**config.mk**
```make
export PLATFORM = sky130hd
export DESIGN_NAME = multi_fifo_round_robin_merge
export DESIGN_NICKNAME = d
export VERILOG_FILES = /design/src/mfrr_pkg.sv /design/src/mfrr_ctrl.sv /design/src/mfrr_dpath.sv /design/src/multi_fifo_round_robin_merge.sv
export VERILOG_INCLUDE_DIRS = /design/src /design/src/src
export SDC_FILE = /design/constraint.sdc
export NUM_CORES = 2
export LEC_CHECK = 0
export BUFFER_PORTS_ARGS = -buffer_cell sky130_fd_sc_hd__buf_2
export CAP_MARGIN = 20
export CORE_ASPECT_RATIO = 1.5
export CORE_MARGIN = 4
export CORE_UTILIZATION = 51
export DETAILED_ROUTE_END_ITERATION = 16
export GPL_ROUTABILITY_DRIVEN = 0
export PLACE_DENSITY = 0.78
export SYNTH_ARGS = -nofsm -noshare
export SYNTH_HDL_FRONTEND = slang
export SYNTH_HIERARCHICAL = 1
export SYNTH_SLANG_ARGS = --single-unit
export TNS_END_PERCENT = 5
```
**constraint.sdc**
```tcl
create_clock -name clk -period 17.6 [get_ports clk]
set_input_delay 2.64 -clock clk [delete_from_list [all_inputs] [get_ports clk]]
set_output_delay 2.64 -clock clk [all_outputs]
set_load 0.02 [all_outputs]
```
**src/assert_macros.svh**
```systemverilog
// ----------------------------------------------------------------------------
// assert_macros.svh
// Shared concurrent assertion macros for the RTL.
// ----------------------------------------------------------------------------
`ifndef ASSERT_MACROS_SVH
`define ASSERT_MACROS_SVH

// Checked on every clock edge outside reset.
`define ASSERT_CLK(lbl, prop, msg) \
  lbl: assert property (@(posedge clk) disable iff (!rst_n) (prop)) else $error(msg);

// Checked on every clock edge, reset included.
`define ASSERT_CLK_ALWAYS(lbl, prop, msg) \
  lbl: assert property (@(posedge clk) (prop)) else $error(msg);

`endif

```
**src/mfrr_pkg.sv**
```systemverilog
// ----------------------------------------------------------------------------
// mfrr_pkg
// Types and constants shared by the round-robin ring FIFO merge.
// ----------------------------------------------------------------------------
`default_nettype none

package mfrr_pkg;

  // Fixed field widths of the item and result ports
  localparam int OUT_EVENT_W = 32;
  localparam int QIDX_W      = 2;
  localparam int STATUS_W    = 2;

  // Operation codes
  localparam logic OP_SEND = 1'b0;
  localparam logic OP_RECV = 1'b1;

  // Result status codes
  localparam logic [STATUS_W-1:0] STAT_OK     = 2'd0;
  localparam logic [STATUS_W-1:0] STAT_DROP   = 2'd1;
  localparam logic [STATUS_W-1:0] STAT_REFUSE = 2'd2;
  localparam logic [STATUS_W-1:0] STAT_EMPTY  = 2'd3;

  // Register indexes (paddr[2])
  localparam logic REG_ACTIVE = 1'b0;
  localparam logic REG_RING   = 1'b1;

  // Controller states
  typedef enum logic [1:0] {
    ST_IDLE,
    ST_SEND,
    ST_PICK,
    ST_DATA
  } mfrr_state_t;

  // Controller to datapath commands
  typedef struct packed {
    logic capture;      // latch the accepted beat
    logic send_commit;  // ring update, memory write, result load
    logic rx_reduce;    // pull scan start back into range
    logic rx_pick;      // scan, pop pointer update, memory read
    logic rx_finish;    // load receive result
  } mfrr_cmd_t;

  // Datapath to controller status
  typedef struct packed {
    logic in_recv;      // incoming beat is a receive
    logic start_wrap;   // scan start not below active count
    logic out_free;     // result register can take a new result
  } mfrr_sts_t;

endpackage

`default_nettype wire

```
**src/mfrr_ctrl.sv**
```systemverilog
// ----------------------------------------------------------------------------
// mfrr_ctrl
// Item sequencer: accepts one beat, steps send or receive, hands off result.
// ----------------------------------------------------------------------------
`default_nettype none

module mfrr_ctrl (
  input  wire logic            clk,
  input  wire logic            rst_n,
  input  wire logic            in_valid,
  output logic                 in_stall,
  input  wire mfrr_pkg::mfrr_sts_t sts,
  output mfrr_pkg::mfrr_cmd_t  cmd
);
  import mfrr_pkg::*;

  mfrr_state_t state_r, state_nxt;

  // State register
  always_ff @(posedge clk) begin
    if (!rst_n) begin
      state_r <= ST_IDLE;
    end else begin
      state_r <= state_nxt;
    end
  end

  // Next state
  always_comb begin
    state_nxt = state_r;
    case (state_r)
      ST_IDLE: begin
        if (in_valid) state_nxt = sts.in_recv ? ST_PICK : ST_SEND;
      end
      ST_SEND: begin
        if (sts.out_free) state_nxt = ST_IDLE;
      end
      ST_PICK: begin
        if (!sts.start_wrap) state_nxt = ST_DATA;
      end
      ST_DATA: begin
        if (sts.out_free) state_nxt = ST_IDLE;
      end
      default: state_nxt = ST_IDLE;
    endcase
  end

  // Outputs
  always_comb begin
    cmd      = '0;
    in_stall = 1'b1;
    case (state_r)
      ST_IDLE: begin
        in_stall    = 1'b0;
        cmd.capture = in_valid;
      end
      ST_SEND: cmd.send_commit = sts.out_free;
      ST_PICK: begin
        cmd.rx_reduce = sts.start_wrap;
        cmd.rx_pick   = !sts.start_wrap;
      end
      ST_DATA: cmd.rx_finish = sts.out_free;
      default: cmd = '0;
    endcase
  end

endmodule

`default_nettype wire

```
**src/mfrr_dpath.sv**
```systemverilog
// ----------------------------------------------------------------------------
// mfrr_dpath
// Ring pointers, event memory, round-robin pick and result register.
// ----------------------------------------------------------------------------
`default_nettype none

module mfrr_dpath #(
  parameter int NUM_QUEUES  = 4,
  parameter int QUEUE_DEPTH = 16,
  parameter int EVENT_WIDTH = 32
) (
  input  wire logic                            clk,
  input  wire logic                            rst_n,
  input  wire mfrr_pkg::mfrr_cmd_t             cmd,
  output mfrr_pkg::mfrr_sts_t                  sts,
  input  wire logic                            in_operation,
  input  wire logic [mfrr_pkg::QIDX_W-1:0]     in_queue_index,
  input  wire logic [mfrr_pkg::OUT_EVENT_W-1:0] in_event_data,
  input  wire logic                            in_allow_drop,
  input  wire logic [2:0]                      active_queues,
  input  wire logic [4:0]                      ring_size,
  input  wire logic                            ring_clr,
  output logic                                 out_valid,
  input  wire logic                            out_stall,
  output logic [mfrr_pkg::OUT_EVENT_W-1:0]     out_event,
  output logic [mfrr_pkg::QIDX_W-1:0]          out_source_queue,
  output logic [mfrr_pkg::STATUS_W-1:0]        out_status
);
  import mfrr_pkg::*;

  localparam int QIW = (NUM_QUEUES > 1) ? $clog2(NUM_QUEUES) : 1;
  localparam int IW  = $clog2(QUEUE_DEPTH);
  localparam int NAW = $clog2(NUM_QUEUES + 1);
  localparam int MD  = NUM_QUEUES * QUEUE_DEPTH;
  localparam int AW  = $clog2(MD);
  localparam int SW  = (EVENT_WIDTH < OUT_EVENT_W) ? EVENT_WIDTH : OUT_EVENT_W;

  // Ring pointers and round-robin history
  logic [IW-1:0]  wr_idx_r [NUM_QUEUES];
  logic [IW-1:0]  rd_idx_r [NUM_QUEUES];
  logic [QIW-1:0] ls_r;

  // Captured beat
  logic [QIW-1:0] q_r;
  logic [SW-1:0]  data_r;
  logic           drop_r;
  logic [NAW-1:0] start_r;

  // Receive bookkeeping and memory
  logic           found_r;
  logic [QIW-1:0] src_r;
  logic [SW-1:0]  rd_data_r;
  logic [SW-1:0]  mem [MD];

  // Result register
  logic                   out_valid_r;
  logic [OUT_EVENT_W-1:0] out_event_r;
  logic [QIDX_W-1:0]      out_src_r;
  logic [STATUS_W-1:0]    out_status_r;

  logic [NAW-1:0]        na;
  logic [IW-1:0]         ring_last;
  logic [QIW-1:0]        q_in;
  logic [IW-1:0]         wr_nxt [NUM_QUEUES];
  logic [IW-1:0]         rd_nxt [NUM_QUEUES];
  logic [NUM_QUEUES-1:0] full;
  logic [NUM_QUEUES-1:0] nonempty;
  logic                  hit_hi, hit_lo, hit;
  logic [QIW-1:0]        pick_hi, pick_lo, pick_q;
  logic                  out_free;
  logic                  mem_we;
  logic [AW-1:0]         waddr, raddr;

  // Effective active count and last ring slot, clamped to the legal range
  always_comb begin
    int act_i;
    int rs_i;
    act_i = int'(active_queues);
    if (act_i < 1) act_i = 1;
    else if (act_i > NUM_QUEUES) act_i = NUM_QUEUES;
    na = NAW'(act_i);
    rs_i = int'(ring_size);
    if (rs_i < 2) rs_i = 2;
    else if (rs_i > QUEUE_DEPTH) rs_i = QUEUE_DEPTH;
    ring_last = IW'(rs_i - 1);
  end

  // Queue index modulo the queue count; one subtraction covers two index bits
  assign q_in = (int'(in_queue_index) >= NUM_QUEUES) ?
                QIW'(int'(in_queue_index) - NUM_QUEUES) : QIW'(in_queue_index);

  // Per-ring next pointers, full and non-empty flags
  always_comb begin
    for (int q = 0; q < NUM_QUEUES; q++) begin
      wr_nxt[q]   = (wr_idx_r[q] == ring_last) ? '0 : wr_idx_r[q] + IW'(1);
      rd_nxt[q]   = (rd_idx_r[q] == ring_last) ? '0 : rd_idx_r[q] + IW'(1);
      full[q]     = (wr_nxt[q] == rd_idx_r[q]);
      nonempty[q] = (q < int'(na)) && (rd_idx_r[q] != wr_idx_r[q]);
    end
  end

  // Round-robin pick: lowest ring at or after start, else lowest overall
  always_comb begin
    hit_hi  = 1'b0;
    hit_lo  = 1'b0;
    pick_hi = '0;
    pick_lo = '0;
    for (int q = NUM_QUEUES - 1; q >= 0; q--) begin
      if (nonempty[q] && (q >= int'(start_r))) begin
        hit_hi  = 1'b1;
        pick_hi = QIW'(q);
      end
      if (nonempty[q]) begin
        hit_lo  = 1'b1;
        pick_lo = QIW'(q);
      end
    end
    hit    = hit_hi | hit_lo;
    pick_q = hit_hi ? pick_hi : pick_lo;
  end

  assign out_free = !out_valid_r || !out_stall;
  assign mem_we   = cmd.send_commit && !full[q_r];
  assign waddr    = AW'(QUEUE_DEPTH) * AW'(q_r) + AW'(wr_idx_r[q_r]);
  assign raddr    = AW'(QUEUE_DEPTH) * AW'(pick_q) + AW'(rd_idx_r[pick_q]);

  assign sts.in_recv    = (in_operation == OP_RECV);
  assign sts.start_wrap = (start_r >= na);
  assign sts.out_free   = out_free;

  // Pointer and history registers
  always_ff @(posedge clk) begin
    if (!rst_n) begin
      for (int q = 0; q < NUM_QUEUES; q++) begin
        wr_idx_r[q] <= '0;
        rd_idx_r[q] <= '0;
      end
      ls_r <= '0;
    end else if (ring_clr) begin
      for (int q = 0; q < NUM_QUEUES; q++) begin
        wr_idx_r[q] <= '0;
        rd_idx_r[q] <= '0;
      end
    end else begin
      if (mem_we) wr_idx_r[q_r] <= wr_nxt[q_r];
      if (cmd.rx_pick && hit) begin
        rd_idx_r[pick_q] <= rd_nxt[pick_q];
        ls_r             <= pick_q;
      end
    end
  end

  // Beat capture and scan start
  always_ff @(posedge clk) begin
    if (cmd.capture) begin
      q_r     <= q_in;
      data_r  <= in_event_data[SW-1:0];
      drop_r  <= in_allow_drop;
      start_r <= NAW'(ls_r) + NAW'(1);
    end else if (cmd.rx_reduce) begin
      start_r <= start_r - na;
    end
    if (cmd.rx_pick) begin
      found_r <= hit;
      src_r   <= pick_q;
    end
  end

  // Event memory, registered read
  always_ff @(posedge clk) begin
    if (mem_we) mem[waddr] <= data_r;
    if (cmd.rx_pick && hit) rd_data_r <= mem[raddr];
  end

  // Result register control
  always_ff @(posedge clk) begin
    if (!rst_n) begin
      out_valid_r <= 1'b0;
    end else if (cmd.send_commit || cmd.rx_finish) begin
      out_valid_r <= 1'b1;
    end else if (!out_stall) begin
      out_valid_r <= 1'b0;
    end
  end

  // Result payload
  always_ff @(posedge clk) begin
    if (cmd.send_commit) begin
      out_event_r <= '0;
      out_src_r   <= '0;
      if (!full[q_r]) out_status_r <= STAT_OK;
      else out_status_r <= drop_r ? STAT_DROP : STAT_REFUSE;
    end else if (cmd.rx_finish) begin
      out_event_r  <= found_r ? OUT_EVENT_W'(rd_data_r) : '0;
      out_src_r    <= found_r ? QIDX_W'(src_r) : '0;
      out_status_r <= found_r ? STAT_OK : STAT_EMPTY;
    end
  end

  assign out_valid        = out_valid_r;
  assign out_event        = out_event_r;
  assign out_source_queue = out_src_r;
  assign out_status       = out_status_r;

endmodule

`default_nettype wire

```
**src/multi_fifo_round_robin_merge.sv**
```systemverilog
// ----------------------------------------------------------------------------
// multi_fifo_round_robin_merge
// Ring FIFOs of events merged by a round-robin reader, with APB setup regs.
// ----------------------------------------------------------------------------
// One beat is worked at a time. A send holds the input through the accept
// step and a ring update and memory write step, after which its result is
// valid. A receive holds it through accept, scan with memory read and data
// return, plus a reduce step before the scan for each subtraction of the
// active count that brings the scan start (one past the queue served last)
// below the active count: one when the highest active queue was served
// last, up to NUM_QUEUES when active_queues was lowered to 1 after the top
// queue was served. A result held in the output register by out_stall
// delays only the final step. Ring pointers are flip-flops cleared at reset
// and on any ring_size write; the event memory is never cleared. Registers:
// 0x0 active_queues (3 bits), 0x4 ring_size (5 bits); paddr[1:0] is ignored.
`default_nettype none
`include "assert_macros.svh"

module multi_fifo_round_robin_merge #(
  parameter int NUM_QUEUES  = 4,
  parameter int QUEUE_DEPTH = 16,
  parameter int EVENT_WIDTH = 32
) (
  input  wire logic                             clk,
  input  wire logic                             rst_n,
  // Item channel
  input  wire logic                             in_valid,
  output logic                                  in_stall,
  input  wire logic                             in_operation,
  input  wire logic [mfrr_pkg::QIDX_W-1:0]      in_queue_index,
  input  wire logic [mfrr_pkg::OUT_EVENT_W-1:0] in_event_data,
  input  wire logic                             in_allow_drop,
  // Result channel
  output logic                                  out_valid,
  input  wire logic                             out_stall,
  output logic [mfrr_pkg::OUT_EVENT_W-1:0]      out_event,
  output logic [mfrr_pkg::QIDX_W-1:0]           out_source_queue,
  output logic [mfrr_pkg::STATUS_W-1:0]         out_status,
  // Configuration
  input  wire logic                             psel,
  input  wire logic                             penable,
  input  wire logic                             pwrite,
  input  wire logic [2:0]                       paddr,
  input  wire logic [31:0]                      pwdata,
  output logic [31:0]                           prdata,
  output logic                                  pready
);
  import mfrr_pkg::*;

  logic [2:0] act_r;
  logic [4:0] ring_r;
  logic       cfg_wr;
  logic       ring_clr;
  mfrr_cmd_t  cmd;
  mfrr_sts_t  sts;

  // APB register file
  assign pready   = 1'b1;
  assign cfg_wr   = psel && penable && pwrite && pready;
  assign ring_clr = cfg_wr && (paddr[2] == REG_RING);

  always_ff @(posedge clk) begin
    if (!rst_n) begin
      act_r  <= 3'd4;
      ring_r <= 5'd16;
    end else if (cfg_wr) begin
      if (paddr[2] == REG_ACTIVE) act_r <= pwdata[2:0];
      else ring_r <= pwdata[4:0];
    end
  end

  assign prdata = (paddr[2] == REG_RING) ? 32'(ring_r) : 32'(act_r);

  mfrr_ctrl u_ctrl (
    .clk      (clk),
    .rst_n    (rst_n),
    .in_valid (in_valid),
    .in_stall (in_stall),
    .sts      (sts),
    .cmd      (cmd)
  );

  mfrr_dpath #(
    .NUM_QUEUES  (NUM_QUEUES),
    .QUEUE_DEPTH (QUEUE_DEPTH),
    .EVENT_WIDTH (EVENT_WIDTH)
  ) u_dpath (
    .clk              (clk),
    .rst_n            (rst_n),
    .cmd              (cmd),
    .sts              (sts),
    .in_operation     (in_operation),
    .in_queue_index   (in_queue_index),
    .in_event_data    (in_event_data),
    .in_allow_drop    (in_allow_drop),
    .active_queues    (act_r),
    .ring_size        (ring_r),
    .ring_clr         (ring_clr),
    .out_valid        (out_valid),
    .out_stall        (out_stall),
    .out_event        (out_event),
    .out_source_queue (out_source_queue),
    .out_status       (out_status)
  );

  // One beat in flight: an accepted beat stalls the input next cycle
  `ASSERT_CLK(a_one_in_flight, (in_valid && !in_stall) |=> in_stall, "second beat taken early")
  // Only a successful receive carries event data
  `ASSERT_CLK(a_zero_on_fail, (out_valid && out_status != STAT_OK) |-> out_event == '0, "fail data")
  // A new result appears only while a beat is being worked
  `ASSERT_CLK(a_no_phantom, $rose(out_valid) |-> $past(in_stall), "result without a beat")
  // Reset empties the result register
  `ASSERT_CLK_ALWAYS(a_rst_out, !rst_n |=> !out_valid, "result valid after reset")

endmodule

`default_nettype wire
```
==> results.ini <==
[yosys]
synth-seq-cells = 2204
synth_common_cells = edfxtp_1 (2155), mux2i_1 (996), o22ai_1 (481)
ys.flop_type = edfxtp_1
syn_inst = 4826
synth_edf_count = 2155
synth_warnings = 6
avgSynthCellArea_um2 = 17.8
synth_top_cell_by_area = edfxtp_1
synth.most_common_cell = edfxtp_1
synth_async_sr_flop_share_pct = 0
syn_area_um2 = 85800
seq_area_frac_synth_pct = 76.6
netlist_top_cells_area = edfxtp_1 (75%), mux2i_1 (12%), o22ai_1 (3.5%)
synth.distinct_cells = 90
synth.top_cell.area_share_pct = 75.4

[worst_setup_path]
crit_type = reg -> reg
cp_slowest_stage_delay_ps = 1030
required_ps = 18120
cp.arrival_ps = 8510
rrSetupSlack_ps = 9610
r2r_start = u_dpath/rd_idx_r[1][3]
critPathSlowestCell = nor4_2
start_kind = flip-flop
path_cells = xnor2_1 -> a41oi_1 -> nor2_1 -> o21ai_2 -> o21a_4 -> buf_4 -> buf_4 -> buf_4 -> mux2i_1 -> o22ai_1 -> nor4_2 -> nand4_1
end_kind = flip-flop
startpoint = u_dpath/rd_idx_r[1][3]
crit_fanout = 60
crit_top_cell = buf_4

[route]
first_pass_iters = 6
via_per_inst = 6.27
first_iter_violations = 5783
route.detailed.drc = 0
wirelength_um = 218000
vias = 46553
detail-route-antenna-nets = 0
post_drt_wl_per_cell_um = 29.4

[floorplan]
core_area_um2 = 167000
initial_utilization_pct = 51.3
rows = 184
ios = 149
dieArea_um2 = 175000
die_y_um = 510
chipWidth_um = 343

[job]
max_cap_violations = 0

[placement]
io_buffer_count = 91
post-dp-hpwl_um = 121000

[clock_network]
clk_pin_slew_ps = 70
post_cts_buffers = 0
cts_buffers = 182
cts_buffer_depth = 3
htree_levels = 4
cts_hold_buffers = 0
cts_tree = yes
cts_resized = 0
cts-root-buf = clkbuf_16
cts.sink_count = 2204
clk_latency_ps = 820

[sta]
finalHoldViolCount = 0
drv_slew = 0
finClkSkew_ps = 45.1
post-route-period-util_pct = 45.4
slew_headroom_pct = 15.1
fin_tns_setup_ps = 0
worst_pin_slew_ps = 1260
period_minus_slack_ps = 7990
rsz0062_at_grt = false
fmax_mhz = 125
finalSetupViolations = 0

[pwr]
p_leak_nw = 32.2
power_density_nw_per_um2 = 125
worst_ir_drop_vdd_uv = 120

[status]
status = complete, no violations

[global_routing]
overflow = 0
grt_max_degree = 139
antenna_found_initial = 23
grt_pass1_vias = 46457
grt_usage_pct = 24.6
grt_pass1_wl_um = 310000

[final_layout]
final_core_util_pct = 57.2
layout.nets = 5123
drive_above_1_share_pct = 14.4
syn_to_final_growth_pct = 11.5

[hold_path]
hp-class = reg -> reg
min_from = u_dpath/rd_data_r[4]

==> metal layers <==
layer | global-route usage (%) | share of wire, % | vias to the layer above | wire (um)
met4 | 16.1 | 7.6 | 18 | 16600
li1 | - | - | 19817 | -
met2 | 41.6 | 49 | 2704 | 107000
met1 | 28.4 | 33 | 23299 | 72400
met3 | 5.21 | 10 | 715 | 22200
met5 | 0 | 0.053 | - | 115
==> area by class of cell <==
| cell class | count | area [um^2] |
|---|---|---|
| diodes | 12 | 30.0 |
| clock buffers | 227 | 4900 |
| clock inverters | 110 | 931 |
| fillers | 11966 | 71700 |
| inverters | 22 | 82.6 |
| multi-input cells | 2327 | 19200 |
| flip-flops and latches | 2204 | 65700 |
| well taps | 2232 | 2790 |
| repair buffers | 294 | 2010 |
==> layout by cell type, fill, tap and decap left out, types with 7 or more instances in the layout <==
master      instances
a21oi_1            15
a22o_1             36
buf_2             100
buf_4             189
bufinv_16          13
clkbuf_1           34
clkbuf_16         188
clkinv_1           42
clkinv_2           36
clkinvlp_4          8
conb_1             28
dfxtp_1            49
diode_2            12
edfxtp_1         2155
ha_1               13
inv_1              20
mux2_2             36
mux2i_1           996
nand2_1           121
nand2b_1            7
nand3_1            26
nand4_1            38
nor2_1             54
nor2_4             27
nor2b_1            19
nor3_1             19
nor3_2             35
nor4_1             81
nor4_2             51
o21ai_0            26
o21ai_1            19
o22ai_1           481
o32ai_1             8
xnor2_1            43
xor2_1             26
==> kinds of logic after synthesis <==
logic type | synth area share, %
multiplexers | 12.2
AO/OA/AOI/OAI | 4.95
XOR/XNOR | 0.763
buffers and inverters | 1.93
adder cells (fa/ha/maj) | 0.213
other | 0.00875
AND/OR/NAND/NOR | 3.35
flip-flops | 76.6
==> path summary, 6_finish.rpt <==
kind | to | depth (start not counted)
setup / recovery | u_dpath/rd_data_r[22] | 12
setup reg to reg | u_dpath/rd_data_r[22] | 12
hold / removal | u_dpath/out_event[4] | 1
hold reg to reg | u_dpath/out_event[4] | 1
==> per-stage QoR <==
| stage | worst slack (ps) | instances | power (W) | hold slack, ps | instance area (um^2) |
|---|---|---|---|---|---|
| 6_report | 9610 | 7428 | 0.0120 | 452 | 95700 |
| 2_1_floorplan | 11560 | 4852 | 0.00743 | 436 | 85900 |
| 4_1_cts | 9810 | 7407 | 0.0119 | 451 | 95600 |
| 5_1_grt | 9400 | 7417 | 0.0123 | 463 | 95600 |
| 3_3_place_gp | 9980 | 7063 | 0.00799 | 441 | 89700 |
| 3_5_place_dp | 9830 | 7070 | 0.00805 | 446 | 89700 |
==> power by group <==
part	leakage, nW	switching [W]	internal [W]	total (W)
Combinational	9.47	0.00130	0.000783	0.00209
Sequential	19.8	0.0000353	0.00587	0.00590
Clock	2.85	0.00180	0.00217	0.00397
==> state kept, by name, summed over array words and instances, names as in the netlist, named ones only <==
signal and flops:
u_dpath/mem 2048, u_dpath/data_r 32, u_dpath/out_event 32, u_dpath/rd_data_r 32, u_dpath/rd_idx_r 16, u_dpath/wr_idx_r 16
ring_r 5, act_r 3, u_dpath/start_r 3, u_ctrl/state_r 2, u_dpath/ls_r 2, u_dpath/out_source_queue 2
u_dpath/out_status 2, u_dpath/q_r 2, u_dpath/src_r 2, u_dpath/drop_r 1, u_dpath/found_r 1, u_dpath/out_valid 1
==> critical path, delay by kind of cell, from the launching register on <==
kind | cells | cell delay (ps)
buffers and inverters | 3 | 2710
AO/OA/AOI/OAI | 4 | 2190
AND/OR/NAND/NOR | 3 | 1360
flip-flops | 1 | 740
multiplexers | 1 | 290
XOR/XNOR | 1 | 180
(Power assumes the default switching activity.)
